**config.mk**
```make
export PLATFORM = sky130hd
export DESIGN_NAME = string_pattern_match_operator_unit_flat
export DESIGN_NICKNAME = d
export VERILOG_FILES = /design/src/hw/rtl/spm_pkg.sv /design/src/hw/rtl/spm_in_if.sv /design/src/hw/rtl/spm_out_if.sv /design/src/hw/rtl/spm_front.sv /design/src/hw/rtl/spm_queue.sv /design/src/hw/rtl/spm_back.sv /design/src/hw/rtl/string_pattern_match_operator_unit.sv /design/src/flat_wrapper.sv
export SDC_FILE = /design/constraint.sdc
export NUM_CORES = 1
export LEC_CHECK = 0
export ABC_CLOCK_PERIOD_IN_PS = 3900
export BUFFER_PORTS_ARGS = -buffer_cell sky130_fd_sc_hd__buf_4
export CORE_MARGIN = 5
export CORE_UTILIZATION = 56
export CTS_BUF_LIST = sky130_fd_sc_hd__clkbuf_4 sky130_fd_sc_hd__clkbuf_8 sky130_fd_sc_hd__clkbuf_16
export CTS_CLUSTER_SIZE = 16
export DETAILED_ROUTE_END_ITERATION = 16
export PLACE_DENSITY = 0.76
export SLEW_MARGIN = 0
export SYNTH_ARGS = -nofsm -noshare
export SYNTH_HDL_FRONTEND = slang
export SYNTH_SLANG_ARGS = --single-unit
```
**constraint.sdc**
```tcl
create_clock -name clk -period 3.9 [get_ports clk]
set_input_delay 0.195 -clock clk [delete_from_list [all_inputs] [get_ports clk]]
set_output_delay 0.195 -clock clk [all_outputs]
set_load 0.01 [all_outputs]
```
**src/hw/rtl/spm_pkg.sv**
```systemverilog
`timescale 1ns / 1ps
// Shared types, constants and helpers for the string pattern matcher.
package spm_pkg;

    localparam int PATTERN_MAX_DEF = 32;
    localparam int PAT_BYTES       = 32;
    localparam int LEN_W           = 6;
    localparam int MODE_W          = 3;
    localparam int CFG_DATA_W      = 64;
    localparam int CFG_IDX_W       = 3;
    localparam int COUNT_W         = 16;
    localparam int QUEUE_DEPTH     = 2;

    typedef enum logic [MODE_W-1:0] {
        MODE_CONTAINS = 3'd0,
        MODE_WORD     = 3'd1,
        MODE_BEGINS   = 3'd2,
        MODE_ENDS     = 3'd3,
        MODE_EQUALS   = 3'd4
    } mode_t;

    typedef enum logic [CFG_IDX_W-1:0] {
        REG_PAT_LOW    = 3'd0,
        REG_PAT_SECOND = 3'd1,
        REG_PAT_THIRD  = 3'd2,
        REG_PAT_HIGH   = 3'd3,
        REG_PAT_LEN    = 3'd4,
        REG_MODE       = 3'd5,
        REG_NEGATE     = 3'd6
    } cfg_reg_t;

    typedef struct packed {
        logic alnum;
        logic last;
        logic empty;
    } spm_item_t;

    function automatic int pat_cap(input int pattern_max);
        return (pattern_max < PAT_BYTES) ? pattern_max : PAT_BYTES;
    endfunction

    function automatic logic is_alnum(input logic [7:0] c);
        return (c inside {[8'h30:8'h39], [8'h41:8'h5A], [8'h61:8'h7A]});
    endfunction

endpackage

```
**src/hw/rtl/spm_in_if.sv**
```systemverilog
`timescale 1ns / 1ps
// Subject byte channel: valid/ready handshake with one subject byte per transaction.
interface spm_in_if;
    logic       valid;
    logic       ready;
    logic [7:0] subject_byte;
    logic       last_byte;
    logic       empty_subject;

    modport source (output valid, output subject_byte, output last_byte,
                    output empty_subject, input ready);
    modport sink   (input valid, input subject_byte, input last_byte,
                    input empty_subject, output ready);
endinterface

```
**src/hw/rtl/spm_out_if.sv**
```systemverilog
`timescale 1ns / 1ps
// Match result channel: valid/ready handshake with one decision per transaction.
interface spm_out_if;
    logic valid;
    logic ready;
    logic matched;

    modport source (output valid, output matched, input ready);
    modport sink   (input valid, input matched, output ready);
endinterface

```
**src/hw/rtl/spm_front.sv**
```systemverilog
`timescale 1ns / 1ps
// Front end: accepts subject bytes and classifies them against the pattern.
module spm_front
    import spm_pkg::*;
#(
    parameter int PATTERN_MAX = PATTERN_MAX_DEF
) (
    spm_in_if.sink                          subject,
    input  logic [PAT_BYTES*8-1:0]          pattern,
    input  logic [LEN_W-1:0]                pat_len,
    input  logic                            queue_full,
    output logic                            push,
    output logic [pat_cap(PATTERN_MAX)-1:0] push_eq,
    output spm_item_t                       push_item
);

    localparam int CAP = pat_cap(PATTERN_MAX);

    assign subject.ready = !queue_full;
    assign push          = subject.valid && subject.ready;

    always_comb
    begin
        for (int k = 0; k < CAP; k++)
        begin
            push_eq[k] = (pattern[k*8 +: 8] == subject.subject_byte) &&
                         (LEN_W'(k) < pat_len);
        end
        push_item.alnum = is_alnum(subject.subject_byte);
        push_item.last  = subject.last_byte;
        push_item.empty = subject.empty_subject;
    end

endmodule

```
**src/hw/rtl/spm_queue.sv**
```systemverilog
`timescale 1ns / 1ps
// Short FIFO between the front end and the back end.
module spm_queue
    import spm_pkg::*;
#(
    parameter int DATA_W = 8,
    parameter int DEPTH  = QUEUE_DEPTH
) (
    input  logic              clk,
    input  logic              rst_n,
    input  logic              push,
    input  logic [DATA_W-1:0] push_data,
    input  logic              pop,
    output logic              full,
    output logic              not_empty,
    output logic [DATA_W-1:0] head_data
);

    localparam int PTR_W = (DEPTH > 1) ? $clog2(DEPTH) : 1;
    localparam int CNT_W = $clog2(DEPTH + 1);

    logic [DATA_W-1:0] mem [DEPTH];
    logic [PTR_W-1:0]  wr_ptr_reg, wr_ptr_next;
    logic [PTR_W-1:0]  rd_ptr_reg, rd_ptr_next;
    logic [CNT_W-1:0]  count_reg, count_next;

    assign full      = (count_reg == CNT_W'(DEPTH));
    assign not_empty = (count_reg != '0);
    assign head_data = mem[rd_ptr_reg];

    always_comb
    begin
        wr_ptr_next = wr_ptr_reg;
        rd_ptr_next = rd_ptr_reg;
        count_next  = count_reg;
        if (push)
        begin
            wr_ptr_next = (wr_ptr_reg == PTR_W'(DEPTH - 1)) ? '0 : wr_ptr_reg + 1'b1;
        end
        if (pop)
        begin
            rd_ptr_next = (rd_ptr_reg == PTR_W'(DEPTH - 1)) ? '0 : rd_ptr_reg + 1'b1;
        end
        if (push && !pop)
        begin
            count_next = count_reg + 1'b1;
        end
        else if (pop && !push)
        begin
            count_next = count_reg - 1'b1;
        end
    end

    always_ff @(posedge clk or negedge rst_n)
    begin
        if (!rst_n)
        begin
            wr_ptr_reg <= '0;
            rd_ptr_reg <= '0;
            count_reg  <= '0;
        end
        else
        begin
            wr_ptr_reg <= wr_ptr_next;
            rd_ptr_reg <= rd_ptr_next;
            count_reg  <= count_next;
        end
    end

    always_ff @(posedge clk)
    begin
        if (push)
        begin
            mem[wr_ptr_reg] <= push_data;
        end
    end

endmodule

```
**src/hw/rtl/spm_back.sv**
```systemverilog
`timescale 1ns / 1ps
// Back end: shift-and match state, per-string flags and the registered decision.
module spm_back
    import spm_pkg::*;
#(
    parameter int PATTERN_MAX = PATTERN_MAX_DEF
) (
    input  logic                            clk,
    input  logic                            rst_n,
    input  logic                            q_valid,
    input  logic [pat_cap(PATTERN_MAX)-1:0] q_eq,
    input  spm_item_t                       q_item,
    input  logic [LEN_W-1:0]                pat_len,
    input  logic [MODE_W-1:0]               mode,
    input  logic                            negate,
    output logic                            pop,
    spm_out_if.source                       result
);

    localparam int CAP = pat_cap(PATTERN_MAX);

    logic [CAP-1:0]     pmv_reg, pmv_next;
    logic               prev_alnum_reg, prev_alnum_next;
    logic               wep_reg, wep_next;
    logic               found_reg, found_next;
    logic               prefix_ok_reg, prefix_ok_next;
    logic [COUNT_W-1:0] byte_count_reg, byte_count_next;
    logic               out_valid_reg, out_valid_next;
    logic               matched_reg, matched_next;

    logic               done;
    logic               out_free;
    logic               inject;
    logic [CAP-1:0]     pmv_step;
    logic [CAP-1:0]     len_sel;
    logic [CAP-1:0]     cnt_sel;
    logic               tail_step;
    logic               prefix_step;
    logic               found_step;
    logic               wep_step;
    logic [COUNT_W-1:0] count_step;
    logic               d_found, d_wep, d_prefix, d_tail;
    logic [COUNT_W-1:0] d_len;
    logic               m_zero, m_gt;
    logic               decision;

    assign done     = q_item.empty || q_item.last;
    assign out_free = !out_valid_reg || result.ready;
    assign pop      = q_valid && (!done || out_free);

    assign result.valid   = out_valid_reg;
    assign result.matched = matched_reg;

    always_comb
    begin
        for (int k = 0; k < CAP; k++)
        begin
            len_sel[k] = (pat_len == LEN_W'(k + 1));
            cnt_sel[k] = (byte_count_reg == COUNT_W'(k));
        end
        inject      = (mode == MODE_WORD) ? !prev_alnum_reg : 1'b1;
        pmv_step    = ((pmv_reg << 1) | CAP'(inject)) & q_eq;
        tail_step   = |(pmv_step & len_sel);
        prefix_step = prefix_ok_reg &&
                      !((byte_count_reg < COUNT_W'(pat_len)) && !(|(q_eq & cnt_sel)));
        if (mode == MODE_WORD)
        begin
            found_step = found_reg || (wep_reg && !q_item.alnum);
            wep_step   = tail_step;
        end
        else
        begin
            found_step = found_reg || tail_step;
            wep_step   = wep_reg;
        end
        count_step = (byte_count_reg == '1) ? byte_count_reg : byte_count_reg + 1'b1;

        if (q_item.empty)
        begin
            d_found  = 1'b0;
            d_wep    = 1'b0;
            d_prefix = 1'b1;
            d_tail   = 1'b0;
            d_len    = '0;
        end
        else
        begin
            d_found  = found_step;
            d_wep    = wep_step;
            d_prefix = prefix_step;
            d_tail   = tail_step;
            d_len    = count_step;
        end
        m_zero = (pat_len == '0);
        m_gt   = (COUNT_W'(pat_len) > d_len);

        case (mode)
            MODE_WORD:
            begin
                if (m_zero)
                begin
                    decision = !negate;
                end
                else if (m_gt)
                begin
                    decision = negate;
                end
                else
                begin
                    decision = (d_found || d_wep) ^ negate;
                end
            end
            MODE_EQUALS:
            begin
                decision = !q_item.empty && (d_len == COUNT_W'(pat_len)) && (d_prefix ^ negate);
            end
            MODE_CONTAINS:
            begin
                decision = !q_item.empty && (m_gt ? negate : ((m_zero || d_found) ^ negate));
            end
            MODE_BEGINS:
            begin
                decision = !q_item.empty && (m_gt ? negate : (d_prefix ^ negate));
            end
            MODE_ENDS:
            begin
                decision = !q_item.empty && (m_gt ? negate : ((m_zero || d_tail) ^ negate));
            end
            default:
            begin
                decision = 1'b0;
            end
        endcase
    end

    always_comb
    begin
        pmv_next        = pmv_reg;
        prev_alnum_next = prev_alnum_reg;
        wep_next        = wep_reg;
        found_next      = found_reg;
        prefix_ok_next  = prefix_ok_reg;
        byte_count_next = byte_count_reg;
        out_valid_next  = out_valid_reg && !result.ready;
        matched_next    = matched_reg;
        if (pop)
        begin
            if (done)
            begin
                pmv_next        = '0;
                prev_alnum_next = 1'b0;
                wep_next        = 1'b0;
                found_next      = 1'b0;
                prefix_ok_next  = 1'b1;
                byte_count_next = '0;
                out_valid_next  = 1'b1;
                matched_next    = decision;
            end
            else
            begin
                pmv_next        = pmv_step;
                prev_alnum_next = q_item.alnum;
                wep_next        = wep_step;
                found_next      = found_step;
                prefix_ok_next  = prefix_step;
                byte_count_next = count_step;
            end
        end
    end

    always_ff @(posedge clk or negedge rst_n)
    begin
        if (!rst_n)
        begin
            pmv_reg        <= '0;
            prev_alnum_reg <= 1'b0;
            wep_reg        <= 1'b0;
            found_reg      <= 1'b0;
            prefix_ok_reg  <= 1'b1;
            byte_count_reg <= '0;
            out_valid_reg  <= 1'b0;
        end
        else
        begin
            pmv_reg        <= pmv_next;
            prev_alnum_reg <= prev_alnum_next;
            wep_reg        <= wep_next;
            found_reg      <= found_next;
            prefix_ok_reg  <= prefix_ok_next;
            byte_count_reg <= byte_count_next;
            out_valid_reg  <= out_valid_next;
        end
    end

    always_ff @(posedge clk)
    begin
        matched_reg <= matched_next;
    end

    a_done_gives_result: assert property (@(posedge clk) disable iff (!rst_n)
        pop && done |=> out_valid_reg)
        else $error("finished string did not produce a result");

    a_done_clears_state: assert property (@(posedge clk) disable iff (!rst_n)
        pop && done |=> (pmv_reg == '0) && (byte_count_reg == '0) && prefix_ok_reg)
        else $error("per-string state not cleared after string end");

    a_result_source: assert property (@(posedge clk) disable iff (!rst_n)
        $rose(out_valid_reg) |-> $past(pop && done))
        else $error("result raised without a finishing transaction");

    a_count_advances: assert property (@(posedge clk) disable iff (!rst_n)
        pop && !done |=> byte_count_reg != '0)
        else $error("byte count did not advance on a mid-string byte");

endmodule

```
**src/hw/rtl/string_pattern_match_operator_unit.sv**
```systemverilog
`timescale 1ns / 1ps
// Top level of the streaming string pattern matcher.
//
// The unit takes one subject byte per transaction and sustains one transaction per
// clock cycle while no finished string waits for its result to be taken: the front end
// compares each byte against all pattern bytes at once, a two-entry FIFO decouples it
// from the back end, and the back end advances a bit-parallel shift-and vector of
// min(PATTERN_MAX, 32) bits by one byte per cycle while the FIFO holds bytes.
// The decision for a string is loaded into the result register that drives the result
// channel when the back end pops its last (or empty-subject) transaction, so input
// keeps flowing while a result waits to be taken. The user must write registers through
// cfg_we/cfg_index/cfg_data only while no string is in flight; the unit does not enforce it.
module string_pattern_match_operator_unit
    import spm_pkg::*;
#(
    parameter int PATTERN_MAX = PATTERN_MAX_DEF
) (
    input  logic                  clk,
    input  logic                  rst_n,
    spm_in_if.sink                subject,
    spm_out_if.source             result,
    input  logic                  cfg_we,
    input  logic [CFG_IDX_W-1:0]  cfg_index,
    input  logic [CFG_DATA_W-1:0] cfg_data
);

    localparam int CAP    = pat_cap(PATTERN_MAX);
    localparam int ITEM_W = $bits(spm_item_t);
    localparam int Q_W    = CAP + ITEM_W;

    logic [PAT_BYTES*8-1:0] pattern_reg;
    logic [LEN_W-1:0]       pattern_length_reg;
    logic [MODE_W-1:0]      match_mode_reg;
    logic                   negate_result_reg;
    logic [LEN_W-1:0]       pat_len;

    logic                   push;
    logic [CAP-1:0]         push_eq;
    spm_item_t              push_item;
    logic                   pop;
    logic                   queue_full;
    logic                   queue_valid;
    logic [Q_W-1:0]         head_data;
    logic [CAP-1:0]         head_eq;
    spm_item_t              head_item;

    assign pat_len   = (pattern_length_reg > LEN_W'(CAP)) ? LEN_W'(CAP) : pattern_length_reg;
    assign head_eq   = head_data[Q_W-1:ITEM_W];
    assign head_item = spm_item_t'(head_data[ITEM_W-1:0]);

    always_ff @(posedge clk or negedge rst_n)
    begin
        if (!rst_n)
        begin
            pattern_reg        <= '0;
            pattern_length_reg <= '0;
            match_mode_reg     <= '0;
            negate_result_reg  <= 1'b0;
        end
        else if (cfg_we)
        begin
            case (cfg_index)
                REG_PAT_LOW:    pattern_reg[0*CFG_DATA_W +: CFG_DATA_W] <= cfg_data;
                REG_PAT_SECOND: pattern_reg[1*CFG_DATA_W +: CFG_DATA_W] <= cfg_data;
                REG_PAT_THIRD:  pattern_reg[2*CFG_DATA_W +: CFG_DATA_W] <= cfg_data;
                REG_PAT_HIGH:   pattern_reg[3*CFG_DATA_W +: CFG_DATA_W] <= cfg_data;
                REG_PAT_LEN:    pattern_length_reg <= cfg_data[LEN_W-1:0];
                REG_MODE:       match_mode_reg     <= cfg_data[MODE_W-1:0];
                REG_NEGATE:     negate_result_reg  <= cfg_data[0];
                default:        ;
            endcase
        end
    end

    spm_front #(
        .PATTERN_MAX (PATTERN_MAX)
    ) u_front (
        .subject    (subject),
        .pattern    (pattern_reg),
        .pat_len    (pat_len),
        .queue_full (queue_full),
        .push       (push),
        .push_eq    (push_eq),
        .push_item  (push_item)
    );

    spm_queue #(
        .DATA_W (Q_W),
        .DEPTH  (QUEUE_DEPTH)
    ) u_queue (
        .clk       (clk),
        .rst_n     (rst_n),
        .push      (push),
        .push_data ({push_eq, push_item}),
        .pop       (pop),
        .full      (queue_full),
        .not_empty (queue_valid),
        .head_data (head_data)
    );

    spm_back #(
        .PATTERN_MAX (PATTERN_MAX)
    ) u_back (
        .clk     (clk),
        .rst_n   (rst_n),
        .q_valid (queue_valid),
        .q_eq    (head_eq),
        .q_item  (head_item),
        .pat_len (pat_len),
        .mode    (match_mode_reg),
        .negate  (negate_result_reg),
        .pop     (pop),
        .result  (result)
    );

endmodule

```
**src/flat_wrapper.sv**
```systemverilog
// flat-port wrapper written by rule: the top's interface ports become plain ports
module string_pattern_match_operator_unit_flat import spm_pkg::*;
#(
    parameter int PATTERN_MAX = PATTERN_MAX_DEF
)
  (clk, rst_n, cfg_we, cfg_index, cfg_data, subject_valid, subject_subject_byte, subject_last_byte, subject_empty_subject, subject_ready, result_valid, result_matched, result_ready);
  spm_in_if subject_i ();
  spm_out_if result_i ();
  input  logic clk;
  input  logic rst_n;
  input  logic cfg_we;
  input  logic [CFG_IDX_W-1:0] cfg_index;
  input  logic [CFG_DATA_W-1:0] cfg_data;
  input wire logic [$bits(subject_i.valid)-1:0] subject_valid;
  input wire logic [$bits(subject_i.subject_byte)-1:0] subject_subject_byte;
  input wire logic [$bits(subject_i.last_byte)-1:0] subject_last_byte;
  input wire logic [$bits(subject_i.empty_subject)-1:0] subject_empty_subject;
  output wire logic [$bits(subject_i.ready)-1:0] subject_ready;
  output wire logic [$bits(result_i.valid)-1:0] result_valid;
  output wire logic [$bits(result_i.matched)-1:0] result_matched;
  input wire logic [$bits(result_i.ready)-1:0] result_ready;
  assign subject_i.valid = subject_valid;
  assign subject_i.subject_byte = subject_subject_byte;
  assign subject_i.last_byte = subject_last_byte;
  assign subject_i.empty_subject = subject_empty_subject;
  assign subject_ready = subject_i.ready;
  assign result_valid = result_i.valid;
  assign result_matched = result_i.matched;
  assign result_i.ready = result_ready;
  string_pattern_match_operator_unit #(.PATTERN_MAX(PATTERN_MAX)) u_core (.clk(clk), .rst_n(rst_n), .subject(subject_i), .result(result_i), .cfg_we(cfg_we), .cfg_index(cfg_index), .cfg_data(cfg_data));
endmodule
```
==> flow_summary.ini <==
[sta]
setup_violations = 0
finalHoldViolations = 0
worstMarginPinSlew_ps = 1170
max_freq_mhz = 274
fin_crit_sh = 0.934
skew_ps = 27.5
period_needed_ps = 3640
drv_slew = 0
maxSlewHeadroom = 0.217

[global_route]
grtUsageTotal = 0.270
antenna_found_initial = 1
grt_max_degree = 98
grt_pass1_vias = 14200
grt_first_pass_wirelength_um = 83100
grt_overflow = 0

[floorplan]
placementRows = 69
start_util = 0.564
fp.dieH_um = 199
core_mm2 = 0.0353
die_area_mm2 = 0.0394
ios = 85
die_x_um = 199

[worst_setup_path]
start_kind = register
cp-startpoint = u_core.u_queue.rd_ptr_reg
cp.required_ps = 4200
r2r_slack_ps = 260
critPathCaptureType = register
r2r_cells = 10
crit_type = register to register
r2r_end = u_core.u_back.result.matched
cp_max_fo = 17
endpoint = u_core.u_back.result.matched
critical_path_arrival_ps = 3940
crit-reg2reg-launch = u_core.u_queue.rd_ptr_reg

[synth]
synth-async-reset-ratio = 0.819
yosys.area.top_type = dfrtp_1
syn_area_per_cell_um2 = 12.2
ys_seq_elements = 393
syn-num-nets = 1727
synth_top_area_frac = 0.403
ys.flop_type = dfrtp_1
synthCells = 1629
synth-seq-area-share = 0.512
netlist_top_cells_area = dfrtp_1 40%, mux2_2 16%, edfxtp_1 11%, xnor2_1 9.1%, xor2_1 2.7%
ys_types = 85
syn_area_mm2 = 0.0199
yosysWarningCount = 0
synth_edf_count = 71

[cells_and_area]
area_growth_pct = 17.0
final_util = 0.660
largest_register_ffs = 256
drive_above_1_share = 0.298
nets = 1865
stdcell_area_mm2 = 0.0233
fin_cells = 2261

[placed_design]
place_congestion = 0.982
hpwl_um = 34600
dp.cells = 2114
io_buffers = 84
placed_cell_area_mm2 = 0.0211

[power_and_ir_drop]
p_per_area_mw_per_mm2 = 576
p_leak_nw = 9.17
max-vdd-ir-drop_v = 0.000580

[route]
first_pass_iters = 5
first_iter_violations = 985
route.detailed.drc = 0
wire_per_inst_um = 23.1
num_vias = 13700
drt_wl_total_um = 52200
via_per_inst = 6.07
ant_nets = 0

[hold_path]
hold_path.class = input port to register
hold_start = subject_valid

[clock_tree]
clk_pin_slew_worst_paths_ps = 60
clk_latency_ps = 550
cts_root_buf = clkbuf_16
cts.sinks = 393
cts_made_buffers = 41
cts_tree = built
htree_levels = 2
cts_buffer_depth = 3

[job]
maxCapViolCount = 0

[outcome]
status = finished clean
[cell families after synthesis]
logic type / share of synthesized area
compound gates: 0.0590
xor+xnor: 0.118
fa+ha+maj: 0.0101
buf+inv: 0.0263
flops: 0.512
mux: 0.178
simple gates: 0.0963
[synth_stat cells (26+ instances only)]
master and count:
nand2_1 70, o21ai_0 55, nor4_1 26, nor2_1 32, dfrtp_1 321, xnor2_1 208, edfxtp_1 71, mux2_2 282
xor2_1 61, nand4_1 61, clkbuf_1 82, nand3_1 55
[what timing repair did]
action / 4_1_cts / 5_1_grt
gates resized for setup: 0 / 11
hold endpoints to repair: 360 / 0
buffers inserted: 0 / 3
endpoints found under the setup margin: 0 / 1
hold buffers: 68 / 0
[per-stage QoR]
stage / hold slack [ps] / worst slack, ps / total power [mW] / setup TNS [ps]
after floorplan: -101 / 48.4 / 8.11 / 0
after global placement: 311 / 275 / 9.14 / 0
after detailed placement: 308 / 109 / 9.27 / 0
after CTS: 26.8 / 105 / 13.4 / 0
after global routing: 55.9 / -12.3 / 14.0 / -12.3
final: 37.5 / 257 / 13.4 / 0
[power by group]
part	total [mW]	switching (mW)	internal, mW
clock network	4.07	1.61	2.45
registers	5.71	0.642	5.07
logic	3.64	1.92	1.72
total	13.4	4.18	9.24
[cell type report]
cell class                 instances  area, um^2
timing repair buffer             203        1760
multi-input combinational       1108        9280
clock buffer                      60        1220
inverter                          20        75.1
sequential                       393       10200
antenna                            1        2.50
tap                              461         577
clock inverter                    15         194
fill                            2486       12000
[how the worst min path moves through the flow]
stage                                end  slack, ps  cells past startpoint
2_1_floorplan   u_core.match_mode_reg[0]       -100                      0
3_3_place_gp      u_core.pattern_reg[82]        310                      1
3_5_place_dp      u_core.pattern_reg[82]        310                      1
4_1_cts        u_core.u_queue.wr_ptr_reg         30                      3
5_1_grt        u_core.u_queue.wr_ptr_reg         60                      3
6_report       u_core.u_queue.wr_ptr_reg         40                      3
[worst max-delay path: stages, from the launching register on]
cell and delay [ps]:
dfrtp_2 600, buf_12 220, mux2i_1 440, o22a_1 190, o211ai_1 110, or4_4 540, nor4_4 520, o311ai_1 160
a31oi_1 190, a2bb2oi_1 90, a311o_1 320
[cell usage in the layout, fill, tap and decap left out, drive strengths merged, types with 12 or more instances in the layout]
cell / count
dfrtp: 321
mux2: 294
xnor2: 208
buf: 135
edfxtp: 71
nand2: 70
dlygate4sd3: 68
nand4: 61
xor2: 61
clkbuf: 60
o21ai: 57
nand3: 56
nor2: 32
nor4: 27
nor3: 23
inv: 19
ha: 16
a211oi: 14
nor2b: 13
a21oi: 13
nand2b: 12
[layer usage]
layer  GRT usage  vias up  share of wire
met3      0.0479      106          0.058
met2       0.435      442           0.48
met1       0.381     7002           0.44
met5           0        -              0
met4      0.0740        0          0.025
li1            -     6180              -
No activity file was read; power rests on OpenSTA's default activity.
